===== src/rtl/dhq_pkg.sv =====
// dhq_pkg: shared constants, types and controller/datapath command structs
// for the d-ary min-heap queue. No dependencies.
package dhq_pkg;

    localparam int CAPACITY  = 256;
    localparam int MAX_D     = 8;
    localparam int ADDR_W    = $clog2(CAPACITY);
    localparam int COUNT_W   = $clog2(CAPACITY + 1);
    localparam int KEY_W     = 32;
    localparam int D_W       = 4;

    localparam logic CMD_PUSH = 1'b0;
    localparam logic CMD_POP  = 1'b1;

    typedef enum logic [2:0] {
        MEM_NONE   = 3'b001,
        MEM_PARENT = 3'b010,
        MEM_CHILD  = 3'b100
    } mem_rd_sel_t;

    // controller -> datapath
    typedef struct packed {
        logic        load;        // capture command and key
        logic        up_start;    // begin push: pos = count
        logic        rd_parent;   // issue parent read
        logic        up_step;     // evaluate parent data
        logic        dn_start;    // begin pop: capture root, read last entry
        logic        dn_last;     // capture last entry as sift key
        logic        dn_level;    // start a level: child index 0
        logic        rd_child;    // issue child read
        logic        dn_cmp;      // compare child data
        logic        dn_move;     // move best child up a level
        logic        write_key;   // write sift key at pos
        logic        finish;      // register result, update count
    } dhq_cmd_t;

    // datapath -> controller
    typedef struct packed {
        logic is_pop;
        logic empty;
        logic full;
        logic at_root;
        logic up_stop;      // parent not greater
        logic last_is_root; // pop leaves heap empty
        logic child_more;   // current child index valid
        logic best_moved;   // some child was smaller
    } dhq_status_t;

    function automatic logic key_less(input logic [KEY_W-1:0] a,
                                      input logic [KEY_W-1:0] b);
        return $signed(a) < $signed(b);
    endfunction

endpackage


===== src/rtl/dhq_ctrl.sv =====
// dhq_ctrl: sequencer for push sift-up and pop sift-down.
// Depends on dhq_pkg.
module dhq_ctrl (
    input  logic                 clk,
    input  logic                 rst_n,
    input  logic                 start,
    output logic                 busy,
    output dhq_pkg::dhq_cmd_t    cmd,
    input  dhq_pkg::dhq_status_t status
);

    typedef enum logic [10:0] {
        S_IDLE   = 11'b00000000001,
        S_DECIDE = 11'b00000000010,
        S_UP_RD  = 11'b00000000100,
        S_UP_CHK = 11'b00000001000,
        S_DN_RD  = 11'b00000010000,
        S_DN_LST = 11'b00000100000,
        S_LEVEL  = 11'b00001000000,
        S_C_RD   = 11'b00010000000,
        S_C_CMP  = 11'b00100000000,
        S_WRITE  = 11'b01000000000,
        S_FINISH = 11'b10000000000
    } state_t;

    state_t state_reg, state_next;
    logic   cmp_pend_reg, cmp_pend_next;

    always_ff @(posedge clk or negedge rst_n)
    begin
        if (!rst_n)
        begin
            state_reg    <= S_IDLE;
            cmp_pend_reg <= 1'b0;
        end
        else
        begin
            state_reg    <= state_next;
            cmp_pend_reg <= cmp_pend_next;
        end
    end

    assign busy = state_reg != S_IDLE;

    always_comb
    begin
        cmd           = '0;
        state_next    = state_reg;
        cmp_pend_next = 1'b0;
        case (state_reg)
            S_IDLE:
            begin
                if (start)
                begin
                    cmd.load   = 1'b1;
                    state_next = S_DECIDE;
                end
            end
            S_DECIDE:
            begin
                if (!status.is_pop && !status.full)
                begin
                    cmd.up_start = 1'b1;
                    state_next   = S_UP_RD;
                end
                else if (status.is_pop && !status.empty)
                begin
                    // root is in the read register; grab it, read last entry
                    cmd.dn_start = 1'b1;
                    state_next   = S_DN_RD;
                end
                else
                    state_next = S_FINISH;
            end
            S_UP_RD:
            begin
                if (status.at_root)
                    state_next = S_WRITE;
                else
                begin
                    cmd.rd_parent = 1'b1;
                    state_next    = S_UP_CHK;
                end
            end
            S_UP_CHK:
            begin
                cmd.up_step = 1'b1;
                state_next  = status.up_stop ? S_WRITE : S_UP_RD;
            end
            S_DN_RD:
                state_next = S_DN_LST;
            S_DN_LST:
            begin
                cmd.dn_last = 1'b1;
                state_next  = status.last_is_root ? S_FINISH : S_LEVEL;
            end
            S_LEVEL:
            begin
                cmd.dn_level = 1'b1;
                state_next   = S_C_RD;
            end
            S_C_RD:
            begin
                cmd.dn_cmp = cmp_pend_reg;
                if (status.child_more)
                begin
                    cmd.rd_child  = 1'b1;
                    cmp_pend_next = 1'b1;
                end
                else
                    state_next = S_C_CMP;
            end
            S_C_CMP:
            begin
                if (status.best_moved)
                begin
                    cmd.dn_move = 1'b1;
                    state_next  = S_LEVEL;
                end
                else
                    state_next = S_WRITE;
            end
            S_WRITE:
            begin
                cmd.write_key = !(status.is_pop && status.last_is_root);
                state_next    = S_FINISH;
            end
            S_FINISH:
            begin
                cmd.finish = 1'b1;
                state_next = S_IDLE;
            end
            default:
                state_next = S_IDLE;
        endcase
    end

    assert property (@(posedge clk) disable iff (!rst_n)
        (state_reg == S_FINISH) |=> (state_reg == S_IDLE))
        else $error("finish not followed by idle");
    assert property (@(posedge clk) disable iff (!rst_n)
        (start && !busy) |=> busy)
        else $error("accepted transaction did not raise busy");
    assert property (@(posedge clk) disable iff (!rst_n)
        $countones({cmd.write_key, cmd.dn_move, cmd.up_step}) <= 1)
        else $error("more than one memory write source");

endmodule


===== config.mk =====
export PLATFORM = sky130hd
export DESIGN_NAME = dhq_ctrl
export DESIGN_NICKNAME = d
export VERILOG_FILES = /design/src/rtl/dhq_pkg.sv /design/src/rtl/dhq_ctrl.sv
export SDC_FILE = /design/constraint.sdc
export NUM_CORES = 1
export LEC_CHECK = 0
export BUFFER_PORTS_ARGS = -buffer_cell sky130_fd_sc_hd__buf_2
export CAP_MARGIN = 5
export CORE_MARGIN = 2
export CORE_UTILIZATION = 30
export DETAILED_ROUTE_END_ITERATION = 7
export PLACE_DENSITY_LB_ADDON = 0.3
export SLEW_MARGIN = 20
export SYNTH_ARGS = -nofsm -noshare
export SYNTH_HDL_FRONTEND = slang
export SYNTH_SLANG_ARGS = --single-unit

===== constraint.sdc =====
create_clock -name clk -period 2.29 [get_ports clk]
set_clock_uncertainty 0.15 [all_clocks]
set_input_delay 0.458 -clock clk [delete_from_list [all_inputs] [get_ports clk]]
set_output_delay 0.458 -clock clk [all_outputs]
set_load 0.02 [all_outputs]

==> results summary <==
The startpoint identified for the worst hold timing path is start. In the final layout, the share of cells above drive strength 1 is 0.564. The slowest stage of the critical path is the sky130_fd_sc_hd__or3_4 cell. The worst-margin pin slew came out at just over 0.3 ns. The remaining number of nets flagged by the antenna check after routing came out at 0. The mean routed wirelength per cell came out at ~14 um. The maximum fanout along the worst path came out at 3.

The routability congestion estimate from global placement came out at a little under 0.8. The leakage power is 0.616 nW. The largest net degree at the start of global routing came out at 13. TritonCTS built the clock tree. STA puts the critical path data arrival time at 1.72 ns. Of all cell types, the one taking the most synthesized area is sky130_fd_sc_hd__dfrtp_1. The clock slew seen by the registers of the worst setup and hold paths is ~0.090 ns.

The final setup violation count is 6. The worst setup path is of the flop to primary output kind. Setup repair after global routing could not meet its margin everywhere. Before CTS, the worst setup slack after placement is approximately 0.11 ns. The latest clock arrival within the worst-skew pair is around 0.28 ns.

The root buffer cell is sky130_fd_sc_hd__clkbuf_4. The initial antenna violation count is 0. Static timing analysis puts the maximum clock frequency at between 400 and 500 MHz. The maximum level of the CTS H-tree came out at 1. The count of cells along the worst register-to-register path came out at 7. Of the total power, the clock network draws 0.202. In this run, CTS created clock tree buffers numbering 3. The tightest hold margin came out at around 0.21 ns. The first-pass iteration count of the detailed router is 4. The number of input and output port buffers inserted is 23. The switching power came out at ~340 uW. The die boundary height came out at approximately 55 um.

The tightest min-delay check is of the primary input to flop type. The first-pass GRT wire length is between 3000 and 4000 um. The worst setup path is launched from a flop. The via count of the first global-routing pass came out at 828. Power spread over the standard cell area amounts to slightly below 700 nW/um^2. Synthesis produced 87 cells. The count of clock tree sinks came out at 12. The max-capacitance violation count is 0. After synthesis, the cell types taking the most area are sky130_fd_sc_hd__dfrtp_1 35%, sky130_fd_sc_hd__nor2b_1 7.1%, sky130_fd_sc_hd__nor4_4 5.4%. The checks that failed: negative setup slack. The total core area came out at 2500 um^2. The die covers approximately 3100 um^2.

The run finished, with violations left. The detailed router's first-iteration violation count is 10. The clock tree buffer depth came out at 2. Across all register-to-register paths, the minimum setup slack is about 0.45 ns. The synthesis-to-finish area growth came out at 61.9%. The number of cell rows is 18. The ratio of routed vias to standard cells is 5.11.

STA puts the critical path data required time at 1.68 ns. The number of failing hold endpoints at the final stage came out at 0. The antenna diode count came out at 0. Counting instances, the worst hold path has a depth of 2. The worst setup path is captured at a primary output.

The mean area per synthesized cell came out at slightly above 9 um^2. The power share of the combinational group came out at 0.477. The count of warnings emitted by yosys came out at 0. The overall track demand over capacity in global routing came out at 0.154. The synthesized netlist net count is slightly below 100.

The number of ports placed on the die boundary came out at 24. The library cell used most frequently in the layout, excluding fill and tap cells, is sky130_fd_sc_hd__buf_4. Synthesis instantiated 31 different standard cells from the library. The endpoint of the worst register-to-register path is state_reg[10]. The top cell types in the final layout, fill and taps aside, are 23 x sky130_fd_sc_hd__buf_4, 14 x sky130_fd_sc_hd__buf_2, 8 x sky130_fd_sc_hd__nor2_1, 8 x sky130_fd_sc_hd__nor2b_1, 8 x sky130_fd_sc_hd__dfrtp_1. The number of max-slew violations in the final report is 0. Summed over all nets, the half-perimeter wirelength after detailed placement is 1660 um. In the routed design, unresolved DRC markers number 0.

The max-slew headroom at the worst pin came out at 0.793. The final net count is about 150. The reg-to-reg startpoint is state_reg[1]. After synthesis the cells add up to about 790 um^2.

The proportion of netlist area held by the largest area contributor is 0.348. Subtracting the final worst setup slack from the clock period gives around 2.3 ns. The sequential element share of the synthesized area is 0.381.

Of the total power, the share spent switching nets is 0.395. The largest stage delay on the critical path is approximately 0.41 ns. The final-layout fill cell count came out at around 260. The final worst-path setup slack is -0.0341 ns. Summing all multi-input logic gate instances after layout gives 572 um^2. The highest ir drop seen on vdd is about 0.38 mV.

The hold path endpoint is state_reg[0]. The total vias in the final route is approximately 830. The number of flip-flops in the largest register came out at 11. The footprint of the flip-flops and latches is between 300 and 400 um^2. The sequential share of power is 0.321. The initial standard-cell utilization of the core is 0.317. The floorplan step set the die width to ~55 um. The residual overflow from global routing is 0. The signal on the critical path passes through or3_4 -> nor4_4 -> and3_4 -> and2_4 -> buf_6. The sum of routed wire length over all layers is 2350 um. In this run, synthesis produced a sequential element count of 12. The share of the clock period used by the worst path after layout came out at 1.01.

The design internal power came out at 523 uW.
[critical path: cells and delay by family, from the launching register on]
family | cells | cell delay (ns)
buf+inv | 1 | 0.11
simple gates | 4 | 0.94
flops | 1 | 0.40
[metrics by stage]
| stage | total power, mW | utilization | instance area (um^2) | instances | TNS [ns] |
|---|---|---|---|---|---|
| floorplan | 0.471 | - | 792 | 87 | 0 |
| global placement | 0.573 | 0.391 | 978 | 145 | 0 |
| detailed placement | 0.583 | 0.391 | 978 | 145 | 0 |
| CTS | 0.807 | 0.463 | 1160 | 157 | -0.189 |
| global route | 0.922 | 0.513 | 1280 | 163 | -0.780 |
| finish | 0.865 | 0.513 | 1280 | 163 | -0.132 |
[power groups by stage]
stage / clock [mW] / sequential, mW / combinational (mW)
global route: 0.188 / 0.282 / 0.452
floorplan: 0 / 0.272 / 0.199
global placement: 0 / 0.272 / 0.302
detailed placement: 0 / 0.274 / 0.309
finish: 0.175 / 0.277 / 0.413
CTS: 0.178 / 0.269 / 0.360
[final cells by class]
| cell class | instances | area share |
|---|---|---|
| Multi-Input combinational cell | 70 | 0.446 |
| Tap cell | 30 | 0.0293 |
| Timing Repair Buffer | 44 | 0.250 |
| Clock buffer | 4 | 0.0283 |
| Sequential cell | 12 | 0.238 |
| Inverter | 3 | 0.00878 |
[cell families after synthesis]
kind of cell / Yosys count / share of synthesized area
AOI/OAI and AO/OA: 16 / 0.130
buffers and inverters: 5 / 0.0379
DFF: 12 / 0.381
muxes: 2 / 0.0253
and+or+nand+nor: 52 / 0.427
[worst max-delay path by stage]
stage | start | endpoint | depth (start not counted)
final | state_reg[1] | cmd[4] | 5
after global routing | state_reg[6] | cmd[7] | 4
after CTS | state_reg[7] | cmd[10] | 4
after detailed placement | state_reg[9] | cmd[2] | 4
after global placement | state_reg[9] | cmd[2] | 4
after floorplan | state_reg[6] | cmd[9] | 4
[synthesized netlist by cell type, drive strengths merged]
master / count
and2b: 2
nor3b: 3
nor3: 8
nor4b: 2
or2: 1
nor2b: 9
o21ai: 5
buf: 2
mux2i: 2
nand2: 3
a22o: 1
o22ai: 1
and3: 4
and2: 2
or3: 1
dfrtp: 11
inv: 3
a21o: 3
a21oi: 4
nor4: 3
nor2: 9
o311ai: 2
dfstp: 1
nand3: 2
nand4: 3
[layer usage]
layer,wire length (um),part of all wire,vias to the layer above,track usage
li1,-,-,411,-
met2,1180,0.50,23,0.259
met1,1040,0.44,397,0.198
met4,7,0.0030,0,0.0314
met3,128,0.055,2,0.0422
met5,0,0,-,0
[what timing repair did]
action / 4_1_cts / 5_1_grt
endpoints found under the hold margin: 11 / 0
setup buffers: 7 / 6
resized for setup: 22 / 19
hold buffers: 1 / 0
pin swaps: 8 / 7
setup endpoints to repair: 9 / 12
(Power assumes the default switching activity.)
